[config.mk]
export PLATFORM = sky130hd
export DESIGN_NAME = neuron_weighted_sum_sigmoid
export DESIGN_NICKNAME = d
export VERILOG_FILES = /design/src/hw/rtl/nws_pkg.sv /design/src/hw/rtl/nws_front.sv /design/src/hw/rtl/nws_back.sv /design/src/hw/rtl/nws_out.sv /design/src/hw/rtl/neuron_weighted_sum_sigmoid.sv
export SDC_FILE = /design/constraint.sdc
export NUM_CORES = 1
export LEC_CHECK = 0
export BUFFER_PORTS_ARGS = -buffer_cell sky130_fd_sc_hd__buf_4
export CAP_MARGIN = 20
export CORE_ASPECT_RATIO = 0.5
export CORE_UTILIZATION = 30
export DETAILED_ROUTE_END_ITERATION = 12
export GPL_TIMING_DRIVEN = 1
export PLACE_DENSITY_LB_ADDON = 0.08
export SYNTH_ARGS = -nofsm -noshare
export SYNTH_HDL_FRONTEND = slang
export SYNTH_HIERARCHICAL = 1
export SYNTH_SLANG_ARGS = --single-unit
[constraint.sdc]
create_clock -name clk -period 8.5 [get_ports clk]
set_input_delay 1.275 -clock clk [delete_from_list [all_inputs] [get_ports clk]]
set_output_delay 1.275 -clock clk [all_outputs]
set_load 0.02 [all_outputs]
[src/hw/rtl/nws_pkg.sv]
`timescale 1ns / 1ps
// ----------------------------------------------------------------------------
// nws_pkg - shared types and constants of the neuron evaluator
// Widths of the Q4.12 datapath, the queue entry and final-sum structs and
// the sigmoid lookup table.
// ----------------------------------------------------------------------------
package nws_pkg;

  localparam int VAL_W           = 16;  // Q4.12 operand
  localparam int PROD_W          = 32;  // Q8.24 product
  localparam int ACC_W           = 40;  // accumulator
  localparam int SIG_IDX_W       = 8;   // table index
  localparam int SIG_W           = 12;  // table entry
  localparam int SIG_SLOTS       = 256;
  localparam int FRAC_W          = 12;
  localparam int NWS_QUEUE_DEPTH = 4;

  // one product waiting between front and back
  typedef struct packed {
    logic signed [PROD_W-1:0] prod;
    logic                     last;
  } q_entry_t;

  // finished neuron, both output paths
  typedef struct packed {
    logic signed [ACC_W-1:0]  sum;
    logic signed [PROD_W-1:0] first;
  } fin_t;

  // round(4096 / (1 + exp(-(k - 128) / 16)))
  localparam logic [SIG_W-1:0] SIG_TABLE [SIG_SLOTS] = '{
    12'd1, 12'd1, 12'd2, 12'd2, 12'd2, 12'd2, 12'd2, 12'd2, 12'd2, 12'd2,
    12'd3, 12'd3, 12'd3, 12'd3, 12'd3, 12'd4, 12'd4, 12'd4, 12'd4, 12'd5,
    12'd5, 12'd5, 12'd5, 12'd6, 12'd6, 12'd7, 12'd7, 12'd7, 12'd8, 12'd8,
    12'd9, 12'd10, 12'd10, 12'd11, 12'd11, 12'd12, 12'd13, 12'd14, 12'd15, 12'd16,
    12'd17, 12'd18, 12'd19, 12'd20, 12'd21, 12'd23, 12'd24, 12'd26, 12'd27, 12'd29,
    12'd31, 12'd33, 12'd35, 12'd37, 12'd40, 12'd42, 12'd45, 12'd48, 12'd51, 12'd54,
    12'd58, 12'd61, 12'd65, 12'd69, 12'd74, 12'd78, 12'd83, 12'd89, 12'd94, 12'd100,
    12'd106, 12'd113, 12'd120, 12'd128, 12'd136, 12'd144, 12'd153, 12'd162, 12'd172,
    12'd183,
    12'd194, 12'd206, 12'd219, 12'd232, 12'd246, 12'd261, 12'd277, 12'd293, 12'd311,
    12'd329,
    12'd349, 12'd369, 12'd391, 12'd413, 12'd437, 12'd462, 12'd488, 12'd516, 12'd545,
    12'd575,
    12'd606, 12'd639, 12'd674, 12'd710, 12'd747, 12'd786, 12'd827, 12'd869, 12'd912,
    12'd957,
    12'd1004, 12'd1052, 12'd1102, 12'd1153, 12'd1205, 12'd1259, 12'd1314, 12'd1370,
    12'd1428, 12'd1487,
    12'd1546, 12'd1607, 12'd1668, 12'd1731, 12'd1793, 12'd1857, 12'd1920, 12'd1984,
    12'd2048,
    12'd2112, 12'd2176, 12'd2239, 12'd2303, 12'd2365, 12'd2428, 12'd2489, 12'd2550,
    12'd2609, 12'd2668, 12'd2726, 12'd2782, 12'd2837, 12'd2891, 12'd2943, 12'd2994,
    12'd3044, 12'd3092,
    12'd3139, 12'd3184, 12'd3227, 12'd3269, 12'd3310, 12'd3349, 12'd3386, 12'd3422,
    12'd3457, 12'd3490,
    12'd3521, 12'd3551, 12'd3580, 12'd3608, 12'd3634, 12'd3659, 12'd3683, 12'd3705,
    12'd3727, 12'd3747,
    12'd3767, 12'd3785, 12'd3803, 12'd3819, 12'd3835, 12'd3850, 12'd3864, 12'd3877,
    12'd3890, 12'd3902,
    12'd3913, 12'd3924, 12'd3934, 12'd3943, 12'd3952, 12'd3960, 12'd3968, 12'd3976,
    12'd3983, 12'd3990,
    12'd3996, 12'd4002, 12'd4007, 12'd4013, 12'd4018, 12'd4022, 12'd4027, 12'd4031,
    12'd4035, 12'd4038,
    12'd4042, 12'd4045, 12'd4048, 12'd4051, 12'd4054, 12'd4056, 12'd4059, 12'd4061,
    12'd4063, 12'd4065,
    12'd4067, 12'd4069, 12'd4070, 12'd4072, 12'd4073, 12'd4075, 12'd4076, 12'd4077,
    12'd4078, 12'd4079,
    12'd4080, 12'd4081, 12'd4082, 12'd4083, 12'd4084, 12'd4085, 12'd4085, 12'd4086,
    12'd4086, 12'd4087,
    12'd4088, 12'd4088, 12'd4089, 12'd4089, 12'd4089, 12'd4090, 12'd4090, 12'd4091,
    12'd4091, 12'd4091,
    12'd4091, 12'd4092, 12'd4092, 12'd4092, 12'd4092, 12'd4093, 12'd4093, 12'd4093,
    12'd4093, 12'd4093,
    12'd4094, 12'd4094, 12'd4094, 12'd4094, 12'd4094, 12'd4094, 12'd4094, 12'd4094,
    12'd4095
  };

  // saturate a floor-shifted Q4.12 value to 16 bits
  function automatic logic signed [VAL_W-1:0] sat16(input logic signed [ACC_W-FRAC_W-1:0] v);
    logic signed [ACC_W-FRAC_W-1:0] hi;
    logic signed [ACC_W-FRAC_W-1:0] lo;
    hi = (ACC_W-FRAC_W)'(32767);
    lo = -(ACC_W-FRAC_W)'(32768);
    if (v > hi) sat16 = 16'sh7FFF;
    else if (v < lo) sat16 = 16'sh8000;
    else sat16 = v[VAL_W-1:0];
  endfunction

endpackage

[src/hw/rtl/nws_front.sv]
`timescale 1ns / 1ps
// ----------------------------------------------------------------------------
// nws_front - input side of the neuron evaluator
// Takes (value, weight) items, forms the Q8.24 product and queues it with
// its end-of-run mark.
// ----------------------------------------------------------------------------
module nws_front import nws_pkg::*; #(
  parameter int QUEUE_DEPTH = NWS_QUEUE_DEPTH
) (
  input  logic                    clk,
  input  logic                    rst,
  input  logic                    in_valid,
  output logic                    in_stall,
  input  logic signed [VAL_W-1:0] in_value,
  input  logic signed [VAL_W-1:0] link_weight,
  input  logic                    last_link,
  output logic                    q_valid,
  output q_entry_t                q_head,
  input  logic                    q_pop
);

  localparam int PW = (QUEUE_DEPTH > 1) ? $clog2(QUEUE_DEPTH) : 1;
  localparam int CW = $clog2(QUEUE_DEPTH + 1);

  q_entry_t        mem [QUEUE_DEPTH];
  logic [PW-1:0]   wr_ptr;
  logic [PW-1:0]   rd_ptr;
  logic [CW-1:0]   count;
  logic            push;
  q_entry_t        wr_entry;

  assign in_stall = (count == CW'(QUEUE_DEPTH));
  assign push     = in_valid && !in_stall;
  assign q_valid  = (count != '0);
  assign q_head   = mem[rd_ptr];

  always_comb begin
    // sign-extend both operands so the full Q8.24 product is kept
    wr_entry.prod = PROD_W'(in_value) * PROD_W'(link_weight);
    wr_entry.last = last_link;
  end

  always_ff @(posedge clk) begin
    if (push) begin
      mem[wr_ptr] <= wr_entry;
    end
  end

  always_ff @(posedge clk) begin
    if (rst) begin
      wr_ptr <= '0;
      rd_ptr <= '0;
      count  <= '0;
    end else begin
      if (push) begin
        wr_ptr <= (wr_ptr == PW'(QUEUE_DEPTH - 1)) ? '0 : wr_ptr + 1'b1;
      end
      if (q_pop) begin
        rd_ptr <= (rd_ptr == PW'(QUEUE_DEPTH - 1)) ? '0 : rd_ptr + 1'b1;
      end
      if (push && !q_pop) count <= count + 1'b1;
      else if (!push && q_pop) count <= count - 1'b1;
    end
  end

endmodule

[src/hw/rtl/nws_back.sv]
`timescale 1ns / 1ps
// ----------------------------------------------------------------------------
// nws_back - accumulator of the neuron evaluator
// Drains queued products into a saturating 40-bit sum, keeps the first
// product of the run and hands both over at the end of a run.
// ----------------------------------------------------------------------------
module nws_back import nws_pkg::*; (
  input  logic     clk,
  input  logic     rst,
  input  logic     q_valid,
  input  q_entry_t q_head,
  output logic     q_pop,
  output logic     fin_valid,
  output fin_t     fin,
  input  logic     fin_take
);

  localparam logic signed [ACC_W-1:0] ACC_MAX = {1'b0, {(ACC_W-1){1'b1}}};
  localparam logic signed [ACC_W-1:0] ACC_MIN = {1'b1, {(ACC_W-1){1'b0}}};

  logic signed [ACC_W-1:0]  sum_acc;
  logic signed [PROD_W-1:0] first_product;
  logic                     at_first;
  logic signed [ACC_W:0]    sum_wide;
  logic signed [ACC_W-1:0]  sum_next;
  logic signed [PROD_W-1:0] first_next;

  // a last product waits only while the previous total is still parked
  assign q_pop = q_valid && (!q_head.last || !fin_valid || fin_take);

  always_comb begin
    sum_wide = {sum_acc[ACC_W-1], sum_acc}
             + {{(ACC_W+1-PROD_W){q_head.prod[PROD_W-1]}}, q_head.prod};
    if (sum_wide[ACC_W] != sum_wide[ACC_W-1]) begin
      sum_next = sum_wide[ACC_W] ? ACC_MIN : ACC_MAX;
    end else begin
      sum_next = sum_wide[ACC_W-1:0];
    end
    first_next = at_first ? q_head.prod : first_product;
  end

  always_ff @(posedge clk) begin
    if (q_pop && q_head.last) begin
      fin.sum   <= sum_next;
      fin.first <= first_next;
    end
  end

  always_ff @(posedge clk) begin
    if (rst) begin
      sum_acc       <= '0;
      first_product <= '0;
      at_first      <= 1'b1;
      fin_valid     <= 1'b0;
    end else begin
      if (q_pop) begin
        if (q_head.last) begin
          sum_acc       <= '0;
          first_product <= '0;
          at_first      <= 1'b1;
        end else begin
          sum_acc       <= sum_next;
          first_product <= first_next;
          at_first      <= 1'b0;
        end
      end
      if (q_pop && q_head.last) fin_valid <= 1'b1;
      else if (fin_take) fin_valid <= 1'b0;
    end
  end

endmodule

[src/hw/rtl/nws_out.sv]
`timescale 1ns / 1ps
// ----------------------------------------------------------------------------
// nws_out - output stage of the neuron evaluator
// Picks the linear or sigmoid activation and holds it in the output register.
// ----------------------------------------------------------------------------
module nws_out import nws_pkg::*; (
  input  logic                     clk,
  input  logic                     rst,
  input  logic                     input_layer_mode,
  input  logic                     fin_valid,
  input  fin_t                     fin,
  output logic                     fin_take,
  output logic                     out_valid,
  input  logic                     out_stall,
  output logic signed [VAL_W-1:0]  activation
);

  localparam int SHW = ACC_W - FRAC_W;

  logic signed [SHW-1:0]    lin_shr;
  logic signed [SHW-1:0]    sum_shr;
  logic signed [VAL_W-1:0]  lin_sat;
  logic signed [VAL_W-1:0]  sum_sat;
  logic [SIG_IDX_W-1:0]     sig_idx;
  logic signed [VAL_W-1:0]  act_next;

  assign fin_take = fin_valid && (!out_valid || !out_stall);

  always_comb begin
    lin_shr = SHW'(fin.first >>> FRAC_W);
    sum_shr = fin.sum[ACC_W-1:FRAC_W];
    lin_sat = sat16(lin_shr);
    sum_sat = sat16(sum_shr);
    // offset by half range: flip the sign bit, keep the top bits
    sig_idx = {~sum_sat[VAL_W-1], sum_sat[VAL_W-2:VAL_W-SIG_IDX_W]};
    if (input_layer_mode) begin
      act_next = lin_sat;
    end else begin
      act_next = {{(VAL_W-SIG_W){1'b0}}, SIG_TABLE[sig_idx]};
    end
  end

  always_ff @(posedge clk) begin
    if (fin_take) begin
      activation <= act_next;
    end
  end

  always_ff @(posedge clk) begin
    if (rst) begin
      out_valid <= 1'b0;
    end else begin
      if (fin_take) out_valid <= 1'b1;
      else if (!out_stall) out_valid <= 1'b0;
    end
  end

endmodule

[src/hw/rtl/neuron_weighted_sum_sigmoid.sv]
`timescale 1ns / 1ps
// ----------------------------------------------------------------------------
// neuron_weighted_sum_sigmoid - single-neuron multiply-accumulate evaluator
// Sums Q4.12 (value, weight) products of one run and emits sigmoid(sum), or
// in input-layer mode the saturated first product.
// ----------------------------------------------------------------------------
// Usage: stream one (in_value, link_weight) item per clock and set last_link
// on the final item of each neuron; a bias is just an item with value 1.0
// (4096). While the output is not stalled, the block takes one item every
// cycle with no gaps, also across run boundaries: the front multiplies each
// item and pushes the product into a QUEUE_DEPTH-entry queue, the back drains
// one product per cycle into a saturating 40-bit accumulator, and a final
// stage does the table lookup or linear select into the output register. One
// activation item comes out per run: out_valid rises once the run's result has
// passed the queue and the parked total into the output register, when none
// of these stalls. With the output stalled, one result sits in the output
// register and one finished total parks in the back; products of the next run
// still drain into the accumulator, and only once that run's last product
// reaches the queue head does the queue fill and in_stall rise.
// input_layer_mode must only be written while no run is in flight.
// ----------------------------------------------------------------------------
module neuron_weighted_sum_sigmoid import nws_pkg::*; #(
  parameter int QUEUE_DEPTH = NWS_QUEUE_DEPTH
) (
  input  logic                    clk,
  input  logic                    rst,
  // configuration
  input  logic                    cfg_wr_en,
  input  logic                    cfg_wr_data,
  // input items
  input  logic                    in_valid,
  output logic                    in_stall,
  input  logic signed [VAL_W-1:0] in_value,
  input  logic signed [VAL_W-1:0] link_weight,
  input  logic                    last_link,
  // result items
  output logic                    out_valid,
  input  logic                    out_stall,
  output logic signed [VAL_W-1:0] activation
);

  logic     input_layer_mode;
  logic     q_valid;
  logic     q_pop;
  q_entry_t q_head;
  logic     fin_valid;
  logic     fin_take;
  fin_t     fin;

  // mode register, 0 = sigmoid of sum, 1 = linear first product
  always_ff @(posedge clk) begin
    if (rst) begin
      input_layer_mode <= 1'b0;
    end else if (cfg_wr_en) begin
      input_layer_mode <= cfg_wr_data;
    end
  end

  // front: accept, multiply, queue
  nws_front #(
    .QUEUE_DEPTH (QUEUE_DEPTH)
  ) u_front (
    .clk         (clk),
    .rst         (rst),
    .in_valid    (in_valid),
    .in_stall    (in_stall),
    .in_value    (in_value),
    .link_weight (link_weight),
    .last_link   (last_link),
    .q_valid     (q_valid),
    .q_head      (q_head),
    .q_pop       (q_pop)
  );

  // back: accumulate until end of run
  nws_back u_back (
    .clk       (clk),
    .rst       (rst),
    .q_valid   (q_valid),
    .q_head    (q_head),
    .q_pop     (q_pop),
    .fin_valid (fin_valid),
    .fin       (fin),
    .fin_take  (fin_take)
  );

  // activation select and output register
  nws_out u_out (
    .clk              (clk),
    .rst              (rst),
    .input_layer_mode (input_layer_mode),
    .fin_valid        (fin_valid),
    .fin              (fin),
    .fin_take         (fin_take),
    .out_valid        (out_valid),
    .out_stall        (out_stall),
    .activation       (activation)
  );

  // the back never drains an empty queue
  a_pop_needs_data: assert property (@(posedge clk) disable iff (rst)
    q_pop |-> q_valid)
    else $error("queue popped while empty");

  // a finished total stays parked until the output stage takes it
  a_fin_holds: assert property (@(posedge clk) disable iff (rst)
    fin_valid && !fin_take |=> fin_valid)
    else $error("parked total dropped");

  // an end of run never overwrites a total still waiting
  a_no_fin_overwrite: assert property (@(posedge clk) disable iff (rst)
    q_pop && q_head.last && fin_valid |-> fin_take)
    else $error("parked total overwritten");

endmodule
======== Word-level counts from Yosys, hierarchy flattened ========
Memory sizes are Yosys's and may differ from the RTL's. A register that Yosys moved wholly into a read port is not among the register bits.
Index checks and enable logic that the tools add are counted.
word-level totals
  memory bits (writable) .................. 132
  register bits ........................... 171
  bits in read-only memories .............. 3072
  word-level logic and storage cells ...... 80
  input bits .............................. 39
  memories ................................ 2
  output and inout port bits .............. 18
memory list
  name             words  bits a word  rd ports  clocked after Yosys merged registers in  write ports  RTL line         text
  (no name shown)  256    12           1         0                                        0            nws_out.sv:39    act_next = {{(VAL_W-SIG_W){1'b0}}, SIG_TABLE[sig_idx]};
  u_front.mem      4      33           1         1                                        1            nws_front.sv:25  q_entry_t mem [QUEUE_DEPTH];
operators by class
  add/subtract/negate cells ............... 5
  reductions and logical operators ........ 20
  bitwise logic cells ..................... 3
  equality and inequality tests ........... 5
  multipliers ............................. 1
  muxes and demuxes ....................... 25
  $lt $le $gt $ge ......................... 5
operator list
  cell                                                              count
  two-way mux 40 bit                                                3
  two-way mux 32 bit                                                2
  two-way mux 16 bit                                                3
  adder 40 x 32 -> 41 bit                                           1
  two-way mux 12 bit                                                3
  multiplier 16 x 16 -> 32 bit                                      1
  greater-than comparator 28 x 16 -> 1 bit (second input constant)  1
  < comparator 28 x 16 -> 1 bit (second input constant)             1
  greater-than comparator 20 x 16 -> 1 bit (second input constant)  1
  < comparator 20 x 16 -> 1 bit (second input constant)             1
  two-way mux 15 bit                                                1
  >= comparator 9 bit (second input constant)                       1
  inverter 8 -> 9 bit                                               1
  two-way mux 2 bit                                                 4
  zero test 1 bit                                                   7
  two-way mux 1 bit                                                 7
  logical AND 1 bit                                                 6
  two-way mux 3 bit                                                 2
  adder 2 x 1 -> 2 bit (second input constant)                      2
  equality test 2 bit (second input constant)                       2
  nonzero test 2 bit                                                2
  adder 3 x 1 -> 3 bit (second input constant)                      1
  equality test 3 bit (second input constant)                       1
  logical OR 1 bit                                                  3
  6 further kinds                                                   7

======== Depth between registers and ports, before layout ========
  depth in word-level cells ............... 9
  depth in mapped cells ................... 23
  gate-level depth less buffers ........... 22

======== Cells and area by module ========
The synthesis kept the hierarchy.
by module, submodules not included
  module                       area an instance (µm²)  times used  sequential area each (µm²)  cells each
  nws_front                    15233.4                 1           4144.0                      1359
  nws_back                     7724.9                  1           3643.5                      782
  nws_out                      4141.5                  1           500.5                       609
  neuron_weighted_sum_sigmoid  33.8                    1           20.0                        3

======== Worst setup path after synthesis ========
No wires, ideal clock.
  kind .................................... in2reg
  from .................................... in link_weight[3]
  to ...................................... mem u_front/mem[0][31] in the netlist's numbering, data pin
  cell stages on the path ................. 21
  required time ........................... 8227 ps
  data arrival time ....................... 6729 ps
  library setup time ...................... 273 ps
  setup slack ............................. 1497 ps
  path through ............................ clkbuf_1 -> and2_1 -> fa_1 -> inv_1 -> fa_1 -> inv_1 -> fa_1 -> fa_1 -> fa_1 -> inv_1 -> fa_1 -> inv_1 -> ha_1 -> o21a_1 -> o21a_1 -> o21a_1 -> o21a_1 -> a31oi_1 -> o21ai_1 -> a311oi_2 -> xnor2_1
RTL lines
  what         RTL line                           text
  from (decl)  neuron_weighted_sum_sigmoid.sv:34  input logic signed [VAL_W-1:0] link_weight,
  to (decl)    nws_front.sv:25

==> impl_metrics.toml <==
[routing]
wl_per_cell_um = 20.8
drc = 0
wl_um = 78400
drt-pass1-iter-count = 5
ant_nets = 0
drtIter0Drc = 1221
vias = 19100
via_per_inst = 5.06

[clocking]
tritoncts = "built"
cts_max_level = 1
clk_latency_ns = 0.57
clkSinkCount = 261
cts_resized = 0
cts_max_path_buffers = 3
cts_buffers = 29
path_clk_slew_ns = 0.05
cts_setup_buffers = 0
postCtsHoldBufs = 0
root_buffer = "clkbuf_16"

[sta]
finalWorstSetupSlack_ns = 1.62
fin_crit_sh_pct = 81.0
fin_skew_ns = 0.0206
min_period_ns = 6.88
setup_viol = 0
slew_headroom_pct = 33.0
maxSlewViolCount = 0
rsz0062_at_grt = "false"
hold_viol = 0
fmax_ghz = 0.145
tightest_slew_ns = 1.00
setup_tns_ns = 0

[synthesis]
netlist_area_mm2 = 0.0255
ys_warn_count = 6
netlist_instances = 2642
syn_avg_cell_area_um2 = 9.64
syn_nets = 3093

[final_layout]
design_area_mm2 = 0.0280
antenna_cells = 0
nets = 3083
syn2layout_area_growth_pct = 10.0
drive_above_1_share_pct = 9.00
layout.area.seq_mm2 = 0.00711
fillers = 8703
multi_input_area_mm2 = 0.0165
final_core_util_pct = 33.4

[worst_setup_path]
critical_path_class = "input port to flip-flop"
crit_path_max_fanout = 16
cp_data_arrival_time_ns = 7.17
r2r_cells = 11
worstReg2RegEnd = "u_back/fin[65]"
cp.required_ns = 8.79
crit_path_start_kind = "input port"
end_kind = "flip-flop"
rrSetupSlack_ns = 2.99

[floorplanning]
io_pins = 57
die-area_mm2 = 0.0862
start_util_pct = 30.3
rows = 75
coreArea_mm2 = 0.0840
die_x_um = 414
chipHeight_um = 208

[worst_hold_path]
hold_path_depth = 2
holdCritStartpoint = "u_back/sum_acc[14]"
min_path_type = "flip-flop to flip-flop"
min_to = "u_back/sum_acc[14]"

[place]
dp_slack_ns = 1.04
place_congestion = 0.916
dpl_cell_area_mm2 = 0.0271
numPortBuffers = 56
hpwl_um = 58400

[global_route]
grt_usage_pct = 18.0
antenna_found_initial = 0
grt_pass1_wl_um = 122000
grt_max_degree = 42
grt_pass1_vias = 19700
overflow = 0

[flow_run]
maxCapViolCount = 0

[run_status]
outcome = "finished clean"
==> through the flow <==
stage	hold WS, ns	std cells
floorplan	0.425	2642
global placement	0.435	3717
detailed placement	0.443	3717
CTS	0.452	3771
global route	0.468	3771
finish	0.449	3771
==> critical path, stage by stage <==
cell and delay (ns):
buf_4 0.19, and2_1 0.20, fa_1 0.54, inv_1 0.06, fa_1 0.55, fa_1 0.44
fa_1 0.50, inv_1 0.06, fa_1 0.52, inv_1 0.05, fa_1 0.52, inv_1 0.04
ha_1 0.35, nand2_1 0.17, o21ai_0 0.17, a211oi_1 0.46, o21ai_1 0.19, a31oi_1 0.29
o21ai_1 0.17, a311oi_2 0.28, xnor2_1 0.15
==> how the worst max path moves through the flow <==
stage                        start                 end  slack (ns)
floorplan           link_weight[3]  u_front/mem[0][31]        1.50
global placement       in_value[5]  u_front/mem[0][31]        1.12
detailed placement     in_value[5]  u_front/mem[0][31]        1.04
CTS                    in_value[5]  u_front/mem[0][31]        1.65
global route        link_weight[9]  u_front/mem[0][31]        1.34
finish                 in_value[5]  u_front/mem[0][31]        1.62
==> final cells by class <==
type / count / area share, %
multi-input combinational: 1877 / 58.8
tap: 1116 / 4.98
timing repair buffer: 93 / 2.49
sequential: 261 / 25.4
inverter: 370 / 4.95
clock buffer: 41 / 2.75
clock inverter: 13 / 0.647
==> state kept, by name, summed over array words and instances (netlist names), 2 cells and up, named ones only <==
| register | flops |
|---|---|
| u_front/count | 3 |
| u_back/first_product | 20 |
| u_front/rd_ptr | 2 |
| u_back/fin | 40 |
| u_back/sum_acc | 40 |
| u_out/activation | 16 |
| u_front/mem | 132 |
| u_front/wr_ptr | 2 |
==> cell usage in the layout, fill, tap and decap left out, drive strengths merged, types with 7 or more instances in the layout <==
cell,count
nor3,40
nor2b,21
inv,370
o21a,17
a22o,19
edfxtp,188
nand2,278
a211oi,26
a21oi,162
or3,8
a21o,17
nand2b,17
o22ai,8
mux4,33
ha,146
a221oi,11
xor2,27
a211o,8
nor4,19
nor2,140
o221ai,7
clkinv,9
and3,15
buf,93
o21bai,10
fa,266
and2,140
nand4,21
a31oi,21
o31ai,14
xnor2,46
mux2i,12
nand3,57
mux2,21
o2111ai,7
dfxtp,73
clkbuf,41
o21ai,113
o211ai,23
==> routing by layer <==
metal | global-route usage, % | vias to the layer above | part of all wire (%)
met2 | 28.0 | 508 | 43
met3 | 1.89 | 130 | 4.6
met5 | 0 | - | 0
li1 | - | 9014 | -
met4 | 4.35 | 0 | 2.5
met1 | 26.7 | 9445 | 50
Power is left out: the tool's default activity adds up to more than one toggle a clock period on the data nets, which glitch-free logic cannot reach.
